===== config.mk =====
export PLATFORM = sky130hd
export DESIGN_NAME = console_line_editor_unit
export DESIGN_NICKNAME = d
export VERILOG_FILES = /design/src/sv/cle_pkg.sv /design/src/sv/console_line_editor_unit.sv
export VERILOG_INCLUDE_DIRS = /design/src /design/src/sv
export SDC_FILE = /design/constraint.sdc
export NUM_CORES = 2
export LEC_CHECK = 0
export BUFFER_PORTS_ARGS = -buffer_cell sky130_fd_sc_hd__buf_4
export CAP_MARGIN = 10
export CORE_AREA = 2 2 247 347
export CTS_CLUSTER_DIAMETER = 100
export DETAILED_ROUTE_END_ITERATION = 6
export DIE_AREA = 0 0 249 349
export PLACE_DENSITY = 0.79
export SLEW_MARGIN = 5
export SYNTH_ARGS = -nofsm -noshare
export SYNTH_HDL_FRONTEND = slang
export SYNTH_SLANG_ARGS = --single-unit

===== constraint.sdc =====
create_clock -name clk -period 5.7 [get_ports clk]
set_input_delay 0.855 -clock clk [delete_from_list [all_inputs] [get_ports clk]]
set_output_delay 0.855 -clock clk [all_outputs]
set_load 0.01 [all_outputs]

===== src/sv/console_line_editor_unit_assert.svh =====
// ----------------------------------------------------------------------------
// console line editor assertion macros
// concurrent checks clocked on clk and held off during rst
// ----------------------------------------------------------------------------
`ifndef CONSOLE_LINE_EDITOR_UNIT_ASSERT_SVH
`define CONSOLE_LINE_EDITOR_UNIT_ASSERT_SVH

// condition holds at every clock edge out of reset
`define CLE_ASSERT_ALWAYS(lbl, cond, msg) \
  lbl: assert property (@(posedge clk) disable iff (rst) (cond)) else $error(msg);

// consequent holds in the same cycle as the antecedent
`define CLE_ASSERT_IMPLY(lbl, ante, cons, msg) \
  lbl: assert property (@(posedge clk) disable iff (rst) (ante) |-> (cons)) else $error(msg);

`endif


===== src/sv/cle_pkg.sv =====
// ----------------------------------------------------------------------------
// cle_pkg
// word types, key codes and result kinds of the console line editor
// ----------------------------------------------------------------------------
package cle_pkg;

  // default ring depth
  localparam int BUF_DEPTH_DEF = 128;

  // request types
  localparam logic REQ_KEY  = 1'b0;
  localparam logic REQ_READ = 1'b1;

  // result kinds
  localparam logic [2:0] KIND_NONE  = 3'd0;
  localparam logic [2:0] KIND_ECHO  = 3'd1;
  localparam logic [2:0] KIND_ERASE = 3'd2;
  localparam logic [2:0] KIND_DUMP  = 3'd3;
  localparam logic [2:0] KIND_DATA  = 3'd4;
  localparam logic [2:0] KIND_EMPTY = 3'd5;
  localparam logic [2:0] KIND_EOF   = 3'd6;

  // key codes
  localparam logic [7:0] KEY_NUL   = 8'h00;
  localparam logic [7:0] KEY_CTL_C = 8'h03;
  localparam logic [7:0] KEY_CTL_D = 8'h04;
  localparam logic [7:0] KEY_CTL_H = 8'h08;
  localparam logic [7:0] KEY_LF    = 8'h0A;
  localparam logic [7:0] KEY_CR    = 8'h0D;
  localparam logic [7:0] KEY_CTL_P = 8'h10;
  localparam logic [7:0] KEY_CTL_U = 8'h15;
  localparam logic [7:0] KEY_ESC   = 8'h1B;
  localparam logic [7:0] KEY_DEL   = 8'h7F;
  localparam logic [7:0] KEY_HIST0 = 8'hE2;
  localparam logic [7:0] KEY_HIST1 = 8'hE3;
  localparam logic [7:0] KEY_HIST2 = 8'hE6;
  localparam logic [7:0] KEY_HIST3 = 8'hE7;

  // request word
  typedef struct packed {
    logic       req_type;
    logic [7:0] key_byte;
    logic       read_started;
  } cle_req_t;

  // result word
  typedef struct packed {
    logic [2:0] result_kind;
    logic [7:0] out_byte;
    logic [7:0] erase_count;
    logic       line_committed;
    logic       read_done;
  } cle_rsp_t;

endpackage


===== src/sv/console_line_editor_unit.sv =====
// Path: a word passes S_EXEC then S_DONE, which sets rsp_valid once the output register is free.
// One word at a time; ^U adds S_KILL_TEST, then S_KILL_FETCH and S_KILL_TEST again per erased byte.
// The kill-line walk is bounded by the single store read port, one byte back per read.
// A finished result waits in the output register while the next word is taken.
// Reset: read, commit and edit indices clear to zero; the line store is not cleared.
// ----------------------------------------------------------------------------
// console_line_editor_unit
// canonical-mode console line buffer: ring store with read, commit and edit
// indices, keystroke editing and one-byte reads under a small sequencer
// ----------------------------------------------------------------------------
`include "console_line_editor_unit_assert.svh"

module console_line_editor_unit #(
  parameter int BUF_DEPTH = cle_pkg::BUF_DEPTH_DEF
) (
  input  logic              clk,
  input  logic              rst,
  input  logic              req_valid,
  output logic              req_ready,
  input  cle_pkg::cle_req_t req,
  output logic              rsp_valid,
  input  logic              rsp_ready,
  output cle_pkg::cle_rsp_t rsp
);
  import cle_pkg::*;

  localparam int SLOT_W = $clog2(BUF_DEPTH);
  localparam int IDX_W  = SLOT_W + 1;
  localparam logic [IDX_W:0]   IDX_MOD  = (IDX_W + 1)'(2 * BUF_DEPTH);
  localparam logic [IDX_W-1:0] IDX_LAST = IDX_W'(2 * BUF_DEPTH - 1);
  localparam logic [IDX_W-1:0] DEPTH_I  = IDX_W'(BUF_DEPTH);

  typedef enum logic [2:0] {
    S_IDLE,
    S_EXEC,
    S_KILL_FETCH,
    S_KILL_TEST,
    S_DONE
  } state_t;

  typedef enum logic [2:0] {
    KC_DUMP,
    KC_KILL,
    KC_ERASE,
    KC_IGNORE,
    KC_STORE
  } key_cls_t;

  // index arithmetic modulo twice the depth
  function automatic logic [IDX_W-1:0] idx_inc(input logic [IDX_W-1:0] a);
    return (a == IDX_LAST) ? '0 : a + IDX_W'(1);
  endfunction

  function automatic logic [IDX_W-1:0] idx_dec(input logic [IDX_W-1:0] a);
    return (a == '0) ? IDX_LAST : a - IDX_W'(1);
  endfunction

  function automatic logic [IDX_W-1:0] idx_diff(input logic [IDX_W-1:0] a,
                                                input logic [IDX_W-1:0] b);
    logic [IDX_W:0] t;
    t = {1'b0, a} + IDX_MOD - {1'b0, b};
    if (t >= IDX_MOD) t = t - IDX_MOD;
    return t[IDX_W-1:0];
  endfunction

  function automatic logic [SLOT_W-1:0] slot_of(input logic [IDX_W-1:0] a);
    logic [IDX_W-1:0] s;
    s = (a >= DEPTH_I) ? a - DEPTH_I : a;
    return s[SLOT_W-1:0];
  endfunction

  state_t            state;
  cle_req_t          cur;
  cle_rsp_t          res;
  logic [IDX_W-1:0]  read_idx;
  logic [IDX_W-1:0]  commit_idx;
  logic [IDX_W-1:0]  edit_idx;
  logic [IDX_W-1:0]  cnt;

  logic [7:0]        mem [BUF_DEPTH];
  logic [7:0]        rd_data;
  logic [SLOT_W-1:0] mem_raddr;
  logic              mem_we;
  logic [7:0]        store_byte;

  logic [IDX_W-1:0]  fill_cnt;
  logic [IDX_W-1:0]  line_cnt;
  logic [IDX_W-1:0]  edit_inc;
  logic              ring_full;
  logic              commit_now;
  key_cls_t          key_cls;

  assign req_ready  = (state == S_IDLE);
  assign fill_cnt   = idx_diff(edit_idx, read_idx);
  assign line_cnt   = idx_diff(commit_idx, read_idx);
  assign edit_inc   = idx_inc(edit_idx);
  assign ring_full  = (fill_cnt >= DEPTH_I);
  assign store_byte = (cur.key_byte == KEY_CR) ? KEY_LF : cur.key_byte;
  assign commit_now = (store_byte == KEY_LF) || (store_byte == KEY_CTL_D) ||
                      (store_byte == KEY_CTL_C) ||
                      (idx_diff(edit_inc, read_idx) == DEPTH_I);

  // keystroke classification
  always_comb begin
    case (cur.key_byte)
      KEY_CTL_P: key_cls = KC_DUMP;
      KEY_CTL_U: key_cls = KC_KILL;
      KEY_CTL_H, KEY_DEL: key_cls = KC_ERASE;
      KEY_ESC, KEY_HIST0, KEY_HIST1, KEY_HIST2, KEY_HIST3: key_cls = KC_IGNORE;
      default: key_cls = (cur.key_byte == KEY_NUL || ring_full) ? KC_IGNORE : KC_STORE;
    endcase
  end

  // store read address: read slot for a read, byte behind the edit point otherwise
  always_comb begin
    case (state)
      S_IDLE:  mem_raddr = (req.req_type == REQ_READ) ? slot_of(read_idx)
                                                      : slot_of(idx_dec(edit_idx));
      default: mem_raddr = slot_of(idx_dec(edit_idx));
    endcase
  end

  assign mem_we = (state == S_EXEC) && (cur.req_type == REQ_KEY) && (key_cls == KC_STORE);

  // line store, one write and one registered read port
  always_ff @(posedge clk) begin
    if (mem_we) mem[slot_of(edit_idx)] <= store_byte;
    rd_data <= mem[mem_raddr];
  end

  // sequencer and output register
  always_ff @(posedge clk) begin
    if (rst) begin
      state      <= S_IDLE;
      rsp_valid  <= 1'b0;
      read_idx   <= '0;
      commit_idx <= '0;
      edit_idx   <= '0;
    end else begin
      if (rsp_valid && rsp_ready && (state != S_DONE)) rsp_valid <= 1'b0;
      case (state)
        S_IDLE: begin
          if (req_valid) begin
            cur   <= req;
            state <= S_EXEC;
          end
        end
        S_EXEC: begin
          state <= ((cur.req_type == REQ_KEY) && (key_cls == KC_KILL)) ? S_KILL_TEST : S_DONE;
          if (cur.req_type == REQ_READ) begin
            // pop one committed byte, if any; an end-of-file byte stays for a read already started
            if (read_idx == commit_idx) begin
              res <= '{KIND_EMPTY, 8'h00, 8'h00, 1'b0, 1'b0};
            end else if (rd_data == KEY_CTL_D) begin
              if (!cur.read_started) read_idx <= idx_inc(read_idx);
              res <= '{KIND_EOF, 8'h00, 8'h00, 1'b0, 1'b0};
            end else begin
              read_idx <= idx_inc(read_idx);
              res      <= '{KIND_DATA, rd_data, 8'h00, 1'b0, (rd_data == KEY_LF)};
            end
          end else begin
            case (key_cls)
              KC_DUMP: res <= '{KIND_DUMP, 8'h00, 8'h00, 1'b0, 1'b0};
              KC_KILL: cnt <= '0;
              KC_ERASE: begin
                if (edit_idx != commit_idx) begin
                  edit_idx <= idx_dec(edit_idx);
                  res      <= '{KIND_ERASE, 8'h00, 8'd1, 1'b0, 1'b0};
                end else begin
                  res      <= '{KIND_ERASE, 8'h00, 8'h00, 1'b0, 1'b0};
                end
              end
              KC_STORE: begin
                edit_idx <= edit_inc;
                if (commit_now) commit_idx <= edit_inc;
                res      <= '{KIND_ECHO, store_byte, 8'h00, commit_now, 1'b0};
              end
              default: res <= '{KIND_NONE, 8'h00, 8'h00, 1'b0, 1'b0};
            endcase
          end
        end
        S_KILL_FETCH: begin
          state <= S_KILL_TEST;
        end
        S_KILL_TEST: begin
          // walk back one byte per read until commit point or stored newline
          if (edit_idx != commit_idx && rd_data != KEY_LF) begin
            edit_idx <= idx_dec(edit_idx);
            cnt      <= cnt + IDX_W'(1);
            state    <= S_KILL_FETCH;
          end else begin
            res   <= '{KIND_ERASE, 8'h00, 8'(cnt), 1'b0, 1'b0};
            state <= S_DONE;
          end
        end
        S_DONE: begin
          if (!rsp_valid || rsp_ready) begin
            rsp_valid <= 1'b1;
            rsp       <= res;
            state     <= S_IDLE;
          end
        end
        default: state <= S_IDLE;
      endcase
    end
  end

  // checks
  `CLE_ASSERT_ALWAYS(a_ring_order, (line_cnt <= fill_cnt) && (fill_cnt <= DEPTH_I),
                     "ring indices out of order")
  `CLE_ASSERT_IMPLY(a_count_kind, rsp_valid && (rsp.result_kind != KIND_ERASE),
                    rsp.erase_count == 8'd0, "erase count on non-erase word")
  `CLE_ASSERT_IMPLY(a_commit_kind, rsp_valid && rsp.line_committed,
                    rsp.result_kind == KIND_ECHO, "commit flag without echo")

endmodule


# == Word level (Yosys, flattened, before mapping) ==
# Memories as Yosys holds them, arrays and structs flattened. A register that Yosys moved wholly into a read port is not among the register bits.
# Cells that the tools add are included.
# Widths: inputs -> output; s select.
# op_classes
add_sub_neg,13
magnitude_cmp,6
eq_ne,39
mux,41
bitwise_logic,3
reduce_logical,27
# ops
op,n
$mux 8,14
$pmux 21 s4,1
$eq 8x8->1 const B,7
$pmux 8 s2,3
$mux 21,2
$pmux 21 s2,1
$mux 20,2
$mux 7,5
$eq 8x4->1 const B,4
$ge 8x8->1 const B,4
$add 8x1->8 const B,3
$eq 8x5->1 const B,3
$sub 8x1->8 const B,3
$sub 7x1->7 const B,3
$add 8x9->9 const B,2
$ge 9x9->1 const B,2
$mux 3,6
$sub 9x8->9,2
$eq 8x3->1 const B,2
$logic_not 8->1,2
$pmux 3 s5,1
$ne 2x2->1 const B,6
$pmux 3 s4,1
$reduce_and 4->1,3
23 further kinds,47
# totals
reg_bits,88
ram_bits,1024
inputBits,14
out_inout_bits,23
elab_cells,149
mem_count,1
# memory_table
memory,depth,width,read_ports,rd_ports_with_merged_regs,write_ports,line_no,text
mem,128,8,1,1,1,console_line_editor_unit.sv:80,logic [7:0] mem [BUF_DEPTH];

# == Longest topological paths before layout ==
# logic_depth
word_depth,12
mapped_depth,15
ltp_nobuf,15

# == Worst setup path before layout ==
# Ideal clock, no wire load.
# synth_timing
path_kind,flip-flop to flip-flop
startpoint,register cur[4] (netlist bit)
endpoint,memory mem[0][0] (data pin)
setup_time_ps,838
arrival_time_ps,3918
required_time_ps,4862
path_slack_ps,944
path_stages_with_launch,5
path_buffers,1
period_less_slack_ps,4756
cell_sequence,edfxtp_1 > clkbuf_1 > nand2_1 > nor3_1 > nor2b_1
# synth_between
elab_chain_len,2
# synth_rtl
element,line_no,text
start: declaration,console_line_editor_unit.sv:73,cle_req_t cur;
start signal: assignment,console_line_editor_unit.sv:144,cur <= req;
$eq 8x4->1,console_line_editor_unit.sv:98,assign store_byte = (cur.key_byte == KEY_CR) ? KEY_LF : cur.key_byte;
$mux 8,console_line_editor_unit.sv:98,
named net store_byte[0],console_line_editor_unit.sv:84,logic [7:0] store_byte;
end: declaration,console_line_editor_unit.sv:80,
# The timed path passes the listed nets, and every way through them passes these cells.

# == Final worst setup path ==
# layout_timing
startpoint,register edit_idx[0]
endpoint,register rd_data[6] (read register of mem)
# layout_between
elab_chain_len,6
word_cells_on_any_way,8
classes_between,add/sub: 2; order compare: 1; mux: 4; reduce/logical: 1
# layout_rtl
element,line_no,text
start: declaration,console_line_editor_unit.sv:77,logic [IDX_W-1:0] edit_idx;
start signal: assignment,console_line_editor_unit.sv:167,edit_idx <= idx_dec(edit_idx);
start signal: assignment,console_line_editor_unit.sv:174,edit_idx <= edit_inc;
start signal: assignment,console_line_editor_unit.sv:188,edit_idx <= idx_dec(edit_idx);
$sub 8x1->8 or $logic_not 8->1 (tied branches),console_line_editor_unit.sv:55,return (a == '0) ? IDX_LAST : a - IDX_W'(1);
$mux 8 (*),console_line_editor_unit.sv:55,
$sub 7x1->7 or $ge 8x8->1 (tied branches),console_line_editor_unit.sv:68,s = (a >= DEPTH_I) ? a - DEPTH_I : a;
$mux 7 (*),console_line_editor_unit.sv:68,
$mux 7,console_line_editor_unit.sv:117,S_IDLE: mem_raddr = (req.req_type == REQ_READ) ? slot_of(read_idx)
$mux 7 (*),console_line_editor_unit.sv:116,case (state)
end: declaration,console_line_editor_unit.sv:81,logic [7:0] rd_data;
# Every way passes the cells marked *; elsewhere a longest branch is shown, timed or not.
# A chain may end at the register's enable or synchronous reset.

==> key figures <==
Power
  – Power Density: 366 mW/mm2
  – Sequential fraction of design power: 49.4%
  – Logic pwr share: 14.6%
  – Switching share of power: 26.4%
  – Worst VDD drop: 0.254 mV
  – Clock Power Share: 36.0%
  – Pint: 13,700 uW
  – Switch Pwr: 4880 uW
  – Leak: 0.0168 uW

Min path
  – Worst Hold Class: input port to flip-flop
  – Min-delay src: req[6]
  – Worst Hold End: cur[6]
  – Hold Path Depth: 1

Setup path
  – Crit end category: flip-flop
  – Critical path type: flip-flop to flip-flop
  – CP max FO: 42
  – Critical Path RT: 6.32 ns
  – FF-to-FF path depth: 10
  – Crit path DAT: 5.60 ns
  – Reg-to-Reg End: rd_data[6]
  – Worst path cell trace: clkinv_1 > ha_1 > or3b_2 > o211ai_4 > nand2_8 > mux2_1 > a222oi_1 > o22ai_1 > o31a_1 > nor4b_2
  – Critical path buffers and inverters: 1
  – CP max stage delay: 0.82 ns
  – CP top delay family: compound AO/OA/AOI/OAI gates
  – Worst R2R Start: edit_idx[0]
  – Startpoint class of the critical path: flip-flop
  – Reg2reg setup slack: 0.72 ns
  – Critical path's slowest cell: a222oi_1

Die
  – Initial Utilization: 54.6%
  – Row count: 126
  – Die Y: 349 um
  – Num ports: 37
  – Die area: 0.0869 mm2
  – Core Box Area: 0.0837 mm2
  – Die W: 249 um

STA
  – Crit path time final: 4.98 ns
  – Final Hold Fails: 0
  – Max Clock Freq: 0.201 GHz
  – Worst-margin pin slew: 1.29 ns
  – Clk_skew: 0.0434 ns
  – Final setup vio count: 0
  – Final period utilization: 87.4%
  – Rel. slew slack: 13.5%
  – Final worst slack: 0.719 ns
  – Setup_tns: 0 ns
  – Max Slew Vio Count: 0
  – RSZ-0062 raised after global routing: false

Drt
  – Vias per cell: 6.50
  – Detailed-route via count: 28,500
  – Wirelength per Cell: 26.9 um
  – Post-DRT Antenna Nets: 0
  – Drt pass-1 iters: 7
  – Initial DRC count: 3,848
  – DRC Markers: 1
  – Routed wire length: 118,000 um

Synth
  – Ys Warns: 0
  – Top FF cell, synth: edfxtp_1
  – Syn Inst Count: 3,177
  – Synth Area in Adders: 0.564%
  – Synth Cell Area: 0.0457 mm2
  – Simple-gate area share of the yosys netlist: 10.2%
  – Yosys reg bits: 1,120
  – Post-Synth XOR/XNOR Area: 0.805%
  – Post-synthesis sequential area ratio: 72.8%
  – Unique cell type count in the Yosys netlist: 80
  – Ys async rst share: 0%
  – Mux cell area share after synthesis: 5.66%
  – Post-synth EDFFs: 1,084
  – Post-synthesis net count: 3,211
  – Main combinational cell family by area after synthesis: simple AND/OR/NAND/NOR gates
  – Avg Inst Size Synth: 14.4 um2
  – Synth Area in Compound Gates: 7.97%

Global routing
  – First-pass GRT wire length: 173,000 um
  – Total congestion overflow: 0
  – Antenna violations before repair: 3
  – Vias in the first global route: 27,800
  – GRT Total Usage: 26.7%
  – Largest net degree at the start of global routing: 130

Clock tree
  – Clk slew on worst S/H paths: 0.07 ns
  – Num CTS Buffers: 97
  – Post-CTS Hold Buffers: 0
  – CTS resizes: 0
  – TritonCTS clock tree: yes
  – Setup Buffers After CTS: 0
  – Max clock buf depth: 3
  – Clk_lat worst skew: 0.70 ns
  – CTS root buf: clkbuf_16
  – CTS H-tree depth: 3
  – Clock Sinks: 1,120

Finish
  – Final Core Density: 60.5%
  – P&R area growth vs syn: 10.8%
  – Most frequent cells in the layout: edfxtp_1, nand2_1, mux2i_1, nor2_1, nand3_1
  – Fillers: 5,923
  – Final Non-Filler Cells: 4,380
  – Layout net count: 3,245
  – Fraction of layout cells with a size suffix above 1: 11.1%
  – Final Cell Area: 0.0506 mm2
  – Commonest non-fill, non-tap cell in the layout: edfxtp_1

Flow run
  – Max cap viols: 0

Place
  – Routability Congestion: 0.977
  – Placed cell area: 0.0474 mm2
  – Placement Setup Slack: 0.929 ns
  – Placed Instances: 4,200
  – Port bufs: 36
  – Dpl hpwl: 72,200 um

Outcome
  – Failing checks: DRC
  – Status: complete, but fails checks
==> per-stage QoR <==
step / hold slack [ns] / power, uW
finish: 0.338 / 18500
global route: 0.321 / 19000
CTS: 0.319 / 18500
detailed placement: 0.405 / 11900
global placement: 0.401 / 11900
floorplan: 0.400 / 11000
==> power by group through the flow <==
stage	Clock [uW]	Sequential [uW]	Combinational (uW)
after floorplan	0	9290	1720
after global placement	0	9330	2570
after detailed placement	0	9330	2610
after CTS	6690	9150	2640
after global routing	7000	9160	2820
final	6680	9160	2700
==> kinds of logic (layout without fill, tap and decap cells) <==
group / after synthesis / in the layout
other: 0 / 1
buffers and inverters: 219 / 333
muxes: 252 / 252
AOI/OAI and AO/OA: 493 / 493
DFF: 1120 / 1120
and+or+nand+nor: 1031 / 1031
xor gates and xnor gates: 42 / 42
adders and majority gates: 20 / 20
==> metal layers <==
layer	vias to the layer above	track usage, %	part of all wire (%)
met3	439	5.35	9.7
met1	13900	30.9	34
met4	2	18.0	7.2
li1	12300	-	-
met5	-	0	0.011
met2	1820	45.2	49
==> worst max-delay path by stage <==
stage / from / to / slack [ns] / cells past startpoint
after detailed placement: req[9] / rd_data[6] / 0.93 / 9
after global routing: edit_idx[0] / rd_data[6] / 0.47 / 10
final: edit_idx[0] / rd_data[6] / 0.72 / 10
after CTS: read_idx[1] / mem[16][5] / 0.86 / 12
after floorplan: cur[4] / mem[0][0] / 0.94 / 4
after global placement: req[9] / rd_data[6] / 0.92 / 9
==> registers in the layout, indices dropped and copies added, names as in the netlist <==
signal	cells
rsp	21
cnt	8
read_idx	8
rd_data	8
commit_idx	8
cur	10
mem	1024
rsp_valid	1
state	3
res	21
edit_idx	8
==> Yosys cell counts (all sizes together), types with 7 or more instances <==
master,n,area share (%)
o21ai,64,0.71
edfxtp,1084,71
a21o,14,0.23
buf,90,0.94
nand3,143,1.6
o31a,9,0.17
a41o,9,0.20
mux2i,211,4.6
nor2,182,1.5
nand2,483,4.0
a222oi,38,0.83
a21oi,71,0.78
or4,10,0.17
nor2b,7,0.096
a211oi,79,1.3
mux2,40,0.99
nor3b,7,0.11
o21a,11,0.18
o221ai,7,0.13
nor3,30,0.33
dfxtp,36,1.6
ha,19,0.52
a31o,16,0.31
a32oi,46,0.88
o2111ai,7,0.13
o22ai,25,0.34
xor2,10,0.19
or3,17,0.23
a31oi,28,0.40
a311oi,8,0.15
inv,15,0.12
o22a,7,0.13
and3,93,1.3
a221oi,9,0.17
xnor2,32,0.61
and2,12,0.16
nand4,8,0.11
a32o,16,0.35
nor4,17,0.23
a22o,9,0.17
clkbuf,112,0.92
==> cell type report <==
type | count | area (um2) | share of cell area (%)
clock buffer | 119 | 2620 | 5.17
antenna | 1 | 2.50 | 0.00494
sequential | 1120 | 33300 | 65.7
tap | 1088 | 1360 | 2.69
inverter | 17 | 63.8 | 0.126
clock inverter | 60 | 582 | 1.15
multi-input combinational | 1838 | 11600 | 22.9
timing repair buffer | 137 | 1130 | 2.23
(Power assumes the default switching activity.)
